**config.mk**
```make
export PLATFORM = sky130hd
export DESIGN_NAME = cht_mod
export DESIGN_NICKNAME = d
export VERILOG_FILES = /design/src/hdl/cht_pkg.sv /design/src/hdl/cht_mod.sv
export SDC_FILE = /design/constraint.sdc
export NUM_CORES = 1
export LEC_CHECK = 0
export BUFFER_PORTS_ARGS = -buffer_cell sky130_fd_sc_hd__buf_2
export CORE_MARGIN = 5
export CORE_UTILIZATION = 53
export CTS_CLUSTER_SIZE = 14
export DETAILED_ROUTE_END_ITERATION = 7
export PLACE_DENSITY_LB_ADDON = 0.12
export SLEW_MARGIN = 10
export SYNTH_ARGS = -nofsm -noshare
export SYNTH_HDL_FRONTEND = slang
export SYNTH_SLANG_ARGS = --single-unit
export TNS_END_PERCENT = 10
```
**constraint.sdc**
```tcl
create_clock -name clk_i -period 2.1 [get_ports clk_i]
set_input_delay 0.105 -clock clk_i [delete_from_list [all_inputs] [get_ports clk_i]]
set_output_delay 0.105 -clock clk_i [all_outputs]
set_load 0.05 [all_outputs]
```
**src/hdl/cht_pkg.sv**
```systemverilog
package cht_pkg;

  localparam int unsigned BucketsDefault    = 16;
  localparam int unsigned ChainDepthDefault = 8;

  localparam int unsigned KeyW   = 31;
  localparam int unsigned PayW   = 32;
  localparam int unsigned CostW  = 4;
  localparam int unsigned CountW = 5;

  localparam logic [CountW-1:0] CountReset = 5'd10;

  typedef enum logic [1:0] {
    OP_INSERT = 2'd0,
    OP_DELETE = 2'd1,
    OP_SEARCH = 2'd2,
    OP_NONE   = 2'd3
  } op_e;

  typedef enum logic [1:0] {
    ST_DONE     = 2'd0,
    ST_NOTFOUND = 2'd1,
    ST_FULL     = 2'd2
  } status_e;

  typedef struct packed {
    logic            found;
    logic [PayW-1:0] read_payload;
    logic [CostW-1:0] cost;
    status_e         status;
  } result_t;

endpackage

```
**src/hdl/cht_mod.sv**
```systemverilog
module cht_mod
  import cht_pkg::*;
(
  input  logic              clk_i,
  input  logic              rst_ni,
  input  logic              start_i,
  input  logic [KeyW-1:0]   key_i,
  input  logic [CountW-1:0] divisor_i,
  output logic              done_o,
  output logic [CountW-1:0] rem_o
);

  localparam int unsigned StepW = $clog2(KeyW + 1);

  logic              busy_q, busy_d;
  logic [StepW-1:0]  step_q, step_d;
  logic [KeyW-1:0]   num_q, num_d;
  logic [CountW-1:0] rem_q, rem_d;
  logic [CountW:0]   trial;

  always_comb begin
    busy_d = busy_q;
    step_d = step_q;
    num_d  = num_q;
    rem_d  = rem_q;
    done_o = 1'b0;
    trial  = {rem_q, num_q[KeyW-1]};
    if (start_i) begin
      busy_d = 1'b1;
      step_d = '0;
      num_d  = key_i;
      rem_d  = '0;
    end else if (busy_q) begin
      rem_d = CountW'((trial >= {1'b0, divisor_i}) ? trial - {1'b0, divisor_i} : trial);
      num_d = {num_q[KeyW-2:0], 1'b0};
      step_d = step_q + 1'b1;
      if (step_q == StepW'(KeyW - 1)) begin
        busy_d = 1'b0;
      end
    end else begin
      done_o = 1'b0;
    end
    if (!busy_q && !start_i && step_q == StepW'(KeyW)) begin
      done_o = 1'b1;
      step_d = '0;
    end
  end

  assign rem_o = rem_q;

  always_ff @(posedge clk_i or negedge rst_ni) begin
    if (!rst_ni) begin
      busy_q <= 1'b0;
      step_q <= '0;
    end else begin
      busy_q <= busy_d;
      step_q <= step_d;
    end
  end

  always_ff @(posedge clk_i) begin
    num_q <= num_d;
    rem_q <= rem_d;
  end

endmodule

```
; ---- Word level (Yosys, flattened, before mapping)
; Index checks and enable logic that the tools add are counted.
[totals]
register_bits = 42
latchBits = 0
ramBits = 0
mem_bits_ro = 0
inputBits = 39
output_inout_bits = 6
wordCells = 25
n_memories = 0
[op_classes]
addsub = 2
multipliers = 0
div_mod_pow = 0
magnitude_cmp = 1
eq_ne = 2
shifts = 0
mux = 10
bitwise = 0
reduce_logical = 6
[ops]
columns = op, count
row1 = two-way mux 31 bit, 2
row2 = two-way mux 5 bit, 4
row3 = "== test 5 bit, second input constant", 2
row4 = greater-or-equal comparator 6 x 5 -> 1 bit, 1
row5 = "adder 5 x 1 -> 5 bit, second input constant", 1
row6 = subtractor 5 bit, 1
row7 = two-way mux 1 bit, 4
row8 = nonzero test 3 bit, 1
row9 = logical AND 1 bit, 2
row10 = logical NOT 1 bit, 2
row11 = nonzero test 2 bit, 1

; ---- Longest topological paths before layout
; Gate-level depths: netlist of run 1.
[depth]
depth_word = 4
mapped_depth = 8
mapped_depth_nobuf = 8

; ---- Worst setup path before layout of run 1
; Ideal clock, no wire load.
[synth_path]
path_type = register -> register
from = register rem_q[0] (netlist: rem_o[0])
to = register rem_q[0] (netlist: rem_o[0])
setup_ns = 0.079
arrival_ns = 1.898
required_time_ns = 2.021
slack_ns = 0.122
path_stages_with_launch = 6
n_path_buf = 0
period_less_slack_ns = 1.978
path_cell_list = dfxtp_1 > ha_1 > a21oi_2 > o221ai_4 > mux2_4 > a211oi_2
[synth_between]
elab_chain_len = 2
[synth_lines]
columns = item, line_no
row1 = from (decl), cht_mod.sv:18  ; logic [CountW-1:0] rem_q, rem_d;
row2 = from (signal assigned), cht_mod.sv:63  ; rem_q <= rem_d;
row3 = greater-or-equal comparator 6 x 5 -> 1 bit, cht_mod.sv:34  ; rem_d = CountW'((trial >= {1'b0, divisor_i}) ? trial - {1'b0, divisor_i} : trial);
row4 = two-way mux 5 bit, cht_mod.sv:34
; No other way between the ends.
; A chain may end at the register's enable or synchronous reset.

; ---- Final worst setup path of run 1
[layout_path]
from = register num_q[30]
to = register rem_q[0] (netlist: rem_o[0])
[layout_between]
elab_chain_len = 2
elab_cells_between_ends = 3
classes_between = add/sub: 1 / order compare: 1 / mux: 1
[layout_lines]
columns = item, line_no
row1 = from (decl), cht_mod.sv:17  ; logic [KeyW-1:0] num_q, num_d;
row2 = from (signal assigned), cht_mod.sv:62  ; num_q <= num_d;
row3 = subtractor 5 bit / greater-or-equal comparator 6 x 5 -> 1 bit (equally long branches), cht_mod.sv:34
row4 = two-way mux 5 bit (*), cht_mod.sv:34
; Mark *: on every way between the ends. The rest lies on a longest branch, timed or not.

==> run_results.csv, run 1 <==
group,metric,value,unit
status,status,"completed",
worst_setup_path,crit_fanout,7,
sta,min_period,1.96,ns
cells_and_area,fin_area,0.00245,sq mm
detailed_routing,ant_nets,0,
cells_and_area,nFillCells,299,
floorplanning,core.rowCount,22,
clock_network,numCtsBuffers,5,
grt,grt_overflow,0,
worst_setup_path,rr_worst_depth,8,
yosys,syn_inst,148,
cells_and_area,multiInputGateArea,817,sq um
sta,slew_violations,0,
sta,relSlewSlack,76.7,%
floorplanning,pin_count,45,
yosys,synth-seq-cells,42,
floorplanning,die_area,0.00522,sq mm
placement,dp_hpwl,2680,microns
placement,io_buffers,44,
detailed_routing,drc_errors,0,
sta,hold_viol_final,0,
cells_and_area,drive_above_1_share,38.5,%
grt,grt_usage,14.7,%
job,drv_cap,0,
sta,grt_setup_unrepaired,"no",
floorplanning,fp.dieH,72.2,microns
floorplanning,fp.dieW,72.2,microns
yosys,synth.avg_cell_area,13.9,sq um
worst_setup_path,arrival,2.16,ns
pwr,vdd_drop_max,0.675,mV
placement,place_area,0.00234,sq mm
sta,period_share,93.1,%
clock_network,cts-htree-levels,2,
sta,setup_viol,0,
detailed_routing,dr_total_vias,1286,
clock_network,cts.sinks,42,
grt,grt_first_pass_wirelength,5930,microns
clock_network,cts_root_buf,"clkbuf_8",
worst_setup_path,start_kind,"flop",
detailed_routing,avgViaCountPerCell,5.19,
min_path,hold_end,"num_q[3]",
cells_and_area,regArea,0.00118,sq mm
detailed_routing,finalWirelength,3510,microns
grt,antenna_found_initial,0,
clock_network,clk_pin_slew,0.09,ns
min_path,hp-class,"in -> reg",
pwr,p_total,2220,uW
grt,first_global_vias,1397,
worst_setup_path,end_kind,"flop",
sta,finalSetupTns,0,ns
min_path,min_from,"key_i[3]",
floorplanning,initial_core_util,55.2,%
yosys,syn-num-nets,196,
clock_network,clk-insertion-delay-late,0.29,ns
sta,worst_slew_pin_slew,0.348,ns
clock_network,cts_tree,"built",
cells_and_area,finalNetCount,247,
cells_and_area,area_delta_synth_final,19.3,%
worst_setup_path,rr_startpoint,"num_q[30]",
worst_setup_path,regToRegEndpoint,"rem_o[0]",
detailed_routing,wl_per_cell,14.1,microns
cells_and_area,final_common_cell,"buf_2",
pwr,leakagePower,0.00105,uW
min_path,whs_path_depth,2,
worst_setup_path,critPathKind,"reg -> reg",
detailed_routing,dr.pass1.iters,4,
pwr,p_per_area,908,mW/mm^2
floorplanning,core-area,0.00372,sq mm
cells_and_area,n_antenna_cell,0,
worst_setup_path,worstPathRequired,2.31,ns
cells_and_area,layout_common_cells,"buf_2 (44), edfxtp_1 (31), mux2_1 (17)",
sta,fmax,511,MHz
yosys,syn-cell-area,0.00205,sq mm
detailed_routing,drt-initial-drc-count,76,
grt,grt_max_degree,29,
yosys,yosysUniqueCellTypes,33,
sta,clock_skew,0.0106,ns
clock_network,clock_path_buffers,2,
placement,place_congestion,0.793,
yosys,ys_seq_area_share,57.6,%
worst_setup_path,rrSetupSlack,0.14,ns
yosys,yosys_warnings,0,
## area by class of cell
type / instances / area share [%]
Timing Repair Buffer: 49 / 10.6
Clock inverter: 2 / 0.511
Inverter: 9 / 1.38
Clock buffer: 6 / 3.37
Tap cell: 48 / 2.45
Sequential cell: 42 / 48.3
Multi-Input combinational cell: 92 / 33.4
## critical path: stages, from the launching register on
cell and delay, ns:
edfxtp_1 0.36, inv_1 0.08, ha_1 0.15, inv_1 0.05
fa_2 0.36, a21oi_2 0.17, o221ai_4 0.18, mux2_4 0.33
a211oi_2 0.20
## power breakdown
group	switching [uW]	total, uW	internal (uW)
Combinational	363	631	268
Sequential	59.1	1060	1000
Clock	266	530	264
## cells in the mapped netlist
cell / n / area [sq um]
a22oi_1: 3 / 22.5
a211oi_2: 2 / 25.0
o221ai_4: 1 / 26.3
edfxtp_1: 31 / 931
xor2_1: 2 / 17.5
o2bb2a_1: 2 / 20.0
nand4_1: 1 / 6.26
mux2_2: 13 / 146
buf_2: 3 / 15.0
mux2_1: 17 / 191
a21oi_2: 2 / 17.5
nand2_1: 7 / 26.3
mux2i_1: 1 / 10.0
and3_1: 1 / 6.26
nand3b_1: 1 / 7.51
nor2b_1: 2 / 12.5
nor2_2: 1 / 6.26
mux2_4: 1 / 15.0
o21ai_1: 2 / 10.0
buf_1: 2 / 7.51
nand3_1: 4 / 20.0
nor3_1: 1 / 5.00
dfrtp_1: 6 / 150
a21oi_1: 3 / 15.0
inv_1: 9 / 33.8
xnor2_1: 3 / 26.3
fa_1: 1 / 20.0
and2_1: 2 / 12.5
ha_1: 8 / 100
o211ai_1: 1 / 7.51
dfxtp_1: 5 / 100
nor2_1: 9 / 33.8
a21o_1: 1 / 7.51
## through the flow
step / hold slack, ns / worst slack [ns] / instances / utilization, %
3_5_place_dp: -0.0674 / 0.0869 / 239 / 63.0
3_3_place_gp: -0.0723 / 0.132 / 239 / 63.0
2_1_floorplan: -0.191 / 0.122 / 148 / -
4_1_cts: 0.0888 / 0.0674 / 248 / 65.8
6_report: 0.0966 / 0.144 / 248 / 65.9
5_1_grt: 0.0885 / 0.0294 / 248 / 65.9
## repair_timing
item | CTS | global route
buffers inserted | 0 | 0
setup endpoints to repair | 0 | 1
hold endpoints to repair | 6 | 0
hold buffers | 1 | 0
resized for setup | 0 | 1
## worst max-delay path by stage
| stage | from | end | slack (ns) | cells after the start |
|---|---|---|---|---|
| after floorplan | rem_o[0] | rem_o[0] | 0.12 | 5 |
| after global placement | num_q[30] | rem_o[0] | 0.13 | 8 |
| after detailed placement | num_q[30] | rem_o[0] | 0.09 | 8 |
| after CTS | num_q[30] | rem_o[0] | 0.07 | 8 |
| after global routing | num_q[30] | rem_o[0] | 0.03 | 8 |
| final | num_q[30] | rem_o[0] | 0.14 | 8 |
## flip-flops by register name (all words and copies together) (netlist names)
register / flops
num_q: 31
rem_o: 5
step_q: 5
busy_q: 1
## routing by layer
layer,vias up,GRT usage [%],wire length (microns)
met5,-,0,0
met4,0,6.89,54
met3,6,3.60,178
met2,26,25.4,1780
met1,612,17.1,1490
li1,642,-,-
## logic make-up after synthesis
family                   after synthesis  share of synthesized area (%)
flip-flops                            42                           57.6
multiplexers                          32                           17.7
AND/OR/NAND/NOR                       29                           6.65
AO/OA/AOI/OAI                         17                           7.38
buffers and inverters                 14                           2.74
adder cells (fa/ha/maj)                9                           5.85
XOR/XNOR                               5                           2.13
No activity file was read; power rests on OpenSTA's default activity.
==> run 2, diff against run 1 <==
- HOLD_SLACK_MARGIN: not set -> 0.12
==> run 2 against run 1 <==
- clock power about the same
- maximum frequency about the same
- count of clock-buffer cells in the layout unchanged
- via count increased by 9.7%
- largest cell class unchanged
- register-to-register slack about the same
- first-iteration DRC count increased by 14%
- utilization increased by 7.3 points
- cell count increased by 11%
==> run_results.csv, run 2 (synthesis gave the netlist of run 1 again) <==
group,metric,value,unit
placement,io_buffers,44,
job,drv_cap,0,
cells_and_area,largest_reg_flops,31,
floorplanning,core.rowCount,22,
detailed_routing,drc_errors,0,
detailed_routing,avgViaCountPerCell,5.13,
worst_setup_path,crit_top_cell,"inv_1",
detailed_routing,dr_total_vias,1411,
worst_setup_path,end_kind,"flop",
sta,hold_viol_final,0,
worst_setup_path,cpPeakStageDelay,0.36,ns
worst_setup_path,crit_chain,"inv_1, ha_1, inv_1, fa_2, a21oi_2, o221ai_4, mux2_4, a211oi_2",
worst_setup_path,cp_num_buf_inv,2,
sta,worst_slew_pin_slew,0.342,ns
floorplanning,die_area,0.00522,sq mm
floorplanning,fp.dieH,72.2,microns
sta,min_period,1.96,ns
clock_network,clock_path_buffers,2,
pwr,p_total,2270,uW
floorplanning,fp.dieW,72.2,microns
detailed_routing,wl_per_cell,14.3,microns
clock_network,clk_pin_slew,0.07,ns
cells_and_area,n_antenna_cell,0,
min_path,hp-class,"in -> reg",
status,status,"completed",
cells_and_area,largest-register,"num_q",
worst_setup_path,crit_slowest_cell,"edfxtp_1",
worst_setup_path,arrival,2.16,ns
worst_setup_path,crit_fanout,7,
clock_network,clk-insertion-delay-late,0.29,ns
floorplanning,core-area,0.00372,sq mm
worst_setup_path,worstPathRequired,2.31,ns
sta,setup_viol,0,
detailed_routing,finalWirelength,3920,microns
grt,grt_first_pass_wirelength,6610,microns
worst_setup_path,critPathKind,"reg -> reg",
sta,period_share,93.1,%
cells_and_area,layout_common_cells,"buf_2 (44), edfxtp_1 (31), dlygate4sd3_1 (28)",
grt,grt_max_degree,29,
pwr,vdd_drop_max,0.675,mV
cells_and_area,multiInputGateArea,817,sq um
cells_and_area,finalNetCount,274,
cells_and_area,regArea,0.00118,sq mm
cells_and_area,final_common_cell,"buf_2",
placement,place_congestion,0.793,
floorplanning,initial_core_util,55.2,%
sta,grt_setup_unrepaired,"no",
sta,fmax,511,MHz
sta,finalSetupTns,0,ns
cells_and_area,drive_above_1_share,33.9,%
clock_network,cts.sinks,42,
pwr,p_per_area,833,mW/mm^2
worst_setup_path,crit_family,"compound AO/OA/AOI/OAI gates",
grt,antenna_found_initial,0,
worst_setup_path,start_kind,"flop",
detailed_routing,drt-initial-drc-count,87,
detailed_routing,ant_nets,0,
placement,dp_hpwl,2680,microns
clock_network,cts-htree-levels,2,
pwr,leakagePower,0.00116,uW
clock_network,cts_tree,"built",
grt,grt_overflow,0,
clock_network,numCtsBuffers,5,
grt,grt_usage,16.6,%
cells_and_area,area_delta_synth_final,32.4,%
sta,relSlewSlack,77.2,%
floorplanning,pin_count,45,
clock_network,cts_root_buf,"clkbuf_8",
grt,first_global_vias,1505,
detailed_routing,dr.pass1.iters,4,
cells_and_area,nFillCells,260,
sta,slew_violations,0,
sta,clock_skew,0.00936,ns
run 2: layout make-up:
class	count	area share (%)
repair buffers	76	19.5
clock inverters	2	0.460
inverters	9	1.24
well taps	48	2.21
clock buffers	6	3.04
multi-input cells	92	30.1
flip-flops and latches	42	43.5
run 2: routing by layer:
layer  GRT usage [%]  routed length, microns  up-vias
met5               0                       0        -
met4            6.26                      72        0
met3            5.12                     214       10
met2            29.0                    2040       38
met1            18.9                    1600      667
li1                -                       -      696
run 2: path summary, 6_finish.rpt:
kind                                start         to  slack (ns)  depth (start not counted)
worst max-delay path            num_q[30]   rem_o[0]        0.14                          8
worst min register to register  num_q[27]  num_q[28]        0.53                          1
min in group asynchronous          rst_ni  step_q[0]        0.15                          2
max in group asynchronous          rst_ni  step_q[1]        1.81                          2
worst max register to register  num_q[30]   rem_o[0]        0.14                          8
worst min-delay path            key_i[26]  num_q[26]        0.13                          2
run 2: stage by stage:
| step | cells | hold WS [ns] | setup slack (ns) | cell area, sq um | util, % |
|---|---|---|---|---|---|
| after CTS | 275 | 0.120 | 0.0674 | 2720 | 73.1 |
| after global routing | 275 | 0.121 | 0.0294 | 2720 | 73.1 |
| after global placement | 239 | -0.0723 | 0.132 | 2340 | 63.0 |
| final | 275 | 0.132 | 0.144 | 2720 | 73.1 |
| after floorplan | 148 | -0.191 | 0.122 | 2050 | - |
| after detailed placement | 239 | -0.0674 | 0.0869 | 2340 | 63.0 |
run 2: power by group:
part	leakage, uW	internal [uW]	switching, uW	total (uW)
logic	0.000668	301	372	673
registers	0.000448	1000	60.8	1060
clock network	0.0000472	264	265	529
run 2: repair_timing:
item                                    in CTS  in global routing
buffers inserted                             0                  0
gates resized for setup                      0                  1
endpoints found under the setup margin       0                  1
endpoints found under the hold margin       33                  0
hold buffers                                28                  0
==> run 3, diff against run 2 <==
- CORE_ASPECT_RATIO: not set -> 0.6
- PLACE_DENSITY: not set -> 0.8
- PLACE_DENSITY_LB_ADDON: 0.12 -> not set
==> run 3 against run 2 <==
- utilization is 0.95 points lower
- power is 5.1% higher
- maximum frequency is 2.9% lower
- count of clock-buffer cells in the layout is 2 higher
- first-iteration DRC count is 37% lower
- worst setup slack worse by 0.058 ns
- critical endpoint is now rem_o[1]
- largest power group unchanged
==> run_results.csv, run 3 (synthesis gave the netlist of run 1 again) <==
group,metric,value,unit
status,status,"completed",
floorplanning,core.rowCount,17,
pwr,vdd_drop_max,0.415,mV
worst_setup_path,regToRegEndpoint,"rem_o[1]",
sta,setup_viol,0,
sta,relSlewSlack,65.3,%
grt,grt_usage,17.1,%
floorplanning,die_area,0.00526,sq mm
sta,finalSetupTns,0,ns
worst_setup_path,crit_top_cell,"inv_1",
detailed_routing,wl_per_cell,16.4,microns
clock_network,cts.sinks,42,
clock_network,clock_path_buffers,2,
floorplanning,pin_count,45,
job,drv_cap,0,
sta,clock_skew,0.00581,ns
sta,worst_slew_pin_slew,0.521,ns
clock_network,numCtsBuffers,5,
cells_and_area,multiInputGateArea,832,sq um
worst_setup_path,rrSetupSlack,0.09,ns
worst_setup_path,rr_worst_depth,9,
clock_network,cts_root_buf,"clkbuf_8",
worst_setup_path,crit_fanout,3,
cells_and_area,regArea,0.00118,sq mm
worst_setup_path,crit_slowest_cell,"edfxtp_1",
min_path,whs_path_depth,2,
detailed_routing,dr.pass1.iters,4,
detailed_routing,avgViaCountPerCell,5.26,
min_path,hp-class,"in -> reg",
sta,fmax,497,MHz
cells_and_area,finalNetCount,269,
grt,grt_overflow,0,
detailed_routing,drt-initial-drc-count,55,
floorplanning,fp.dieH,58.2,microns
cells_and_area,largest-register,"num_q",
floorplanning,initial_core_util,55.4,%
sta,hold_viol_final,0,
worst_setup_path,cpPeakStageDelay,0.40,ns
worst_setup_path,start_kind,"flop",
cells_and_area,area_delta_synth_final,30.2,%
clock_network,clk_pin_slew,0.08,ns
sta,holdWs,0.119,ns
detailed_routing,drc_errors,0,
cells_and_area,largest_reg_flops,31,
floorplanning,fp.dieW,90.3,microns
grt,grt_first_pass_wirelength,7090,microns
worst_setup_path,end_kind,"flop",
detailed_routing,finalWirelength,4420,microns
clock_network,cts-htree-levels,2,
clock_network,cts_tree,"built",
worst_setup_path,arrival,2.16,ns
sta,min_period,2.01,ns
pwr,p_per_area,891,mW/mm^2
placement,place_congestion,0.813,
worst_setup_path,crit_chain,"inv_1, ha_1, inv_1, fa_2, a21oi_4, o221ai_4, buf_4, mux2i_1, a211oi_2",
grt,antenna_found_initial,0,
cells_and_area,n_antenna_cell,0,
clock_network,clk-insertion-delay-late,0.29,ns
sta,period_share,95.9,%
floorplanning,core-area,0.00370,sq mm
cells_and_area,layout_common_cells,"buf_2 (44), edfxtp_1 (31), dlygate4sd3_1 (21)",
min_path,hold_end,"num_q[29]",
pwr,leakagePower,0.00115,uW
detailed_routing,dr_total_vias,1416,
cells_and_area,final_common_cell,"buf_2",
grt,grt_max_degree,31,
min_path,min_from,"key_i[29]",
worst_setup_path,critPathKind,"reg -> reg",
cells_and_area,drive_above_1_share,34.7,%
cells_and_area,fin_area,0.00267,sq mm
placement,place_area,0.00233,sq mm
worst_setup_path,worstPathRequired,2.25,ns
sta,slew_violations,0,
worst_setup_path,rr_startpoint,"num_q[30]",
detailed_routing,ant_nets,0,
grt,first_global_vias,1574,
placement,dp_hpwl,2980,microns
cells_and_area,nFillCells,233,
placement,io_buffers,44,
-- run 3: changes by cell type in the layout (fill, tap and decap cells not counted), sizes merged --
cell,before,now
dlygate4sd3,28,21
buf,48,50
clkbuf,6,8
clkinv,1,0
clkinvlp,1,0
-- run 3: power by group --
group / internal, uW / switching [uW]
Sequential: 1000 / 67.0
Combinational: 354 / 434
Clock: 268 / 255
-- run 3: critical path, delay by kind of cell (launching register included) --
family          cells  cell delay [ns]
fa+ha+maj           2             0.54
flops               1             0.40
compound gates      3             0.39
buf+inv             3             0.31
mux                 1             0.22
-- run 3: repair_timing --
action,CTS,global route
buffers inserted,0,3
hold endpoints to repair,24,2
pin swaps,0,2
endpoints found under the setup margin,1,1
resized for setup,1,2
hold buffers,19,2
-- run 3: worst max path at each step --
stage | from | to | slack (ns)
after floorplan | rem_o[0] | rem_o[0] | 0.12
after global placement | num_q[30] | rem_o[0] | 0.14
after detailed placement | num_q[30] | rem_o[0] | 0.03
after CTS | num_q[30] | rem_o[0] | 0.07
after global routing | num_q[30] | rem_o[1] | -0.008
final | num_q[30] | rem_o[1] | 0.09
-- run 3: metal layers --
| layer | GRT usage [%] | part of all wire [%] |
|---|---|---|
| met5 | 0 | 0 |
| met4 | 5.31 | 2.1 |
| met3 | 5.58 | 4.6 |
| met2 | 32.5 | 52 |
| met1 | 18.3 | 41 |
-- run 3: layout make-up --
type	count	share of cell area (%)
sequential	42	44.2
multi-input combinational	92	31.1
timing repair buffer	71	17.8
clock buffer	8	3.37
tap	47	2.20
inverter	9	1.26
-- run 3: stage by stage --
stage / cells / setup slack, ns / power [uW] / utilization [%]
CTS: 264 / 0.0668 / 2300 / 70.6
floorplan: 148 / 0.122 / 1560 / -
detailed placement: 237 / 0.0279 / 1740 / 63.0
finish: 269 / 0.0861 / 2380 / 72.2
global placement: 237 / 0.135 / 1690 / 63.0
global route: 269 / -0.00809 / 2510 / 72.2
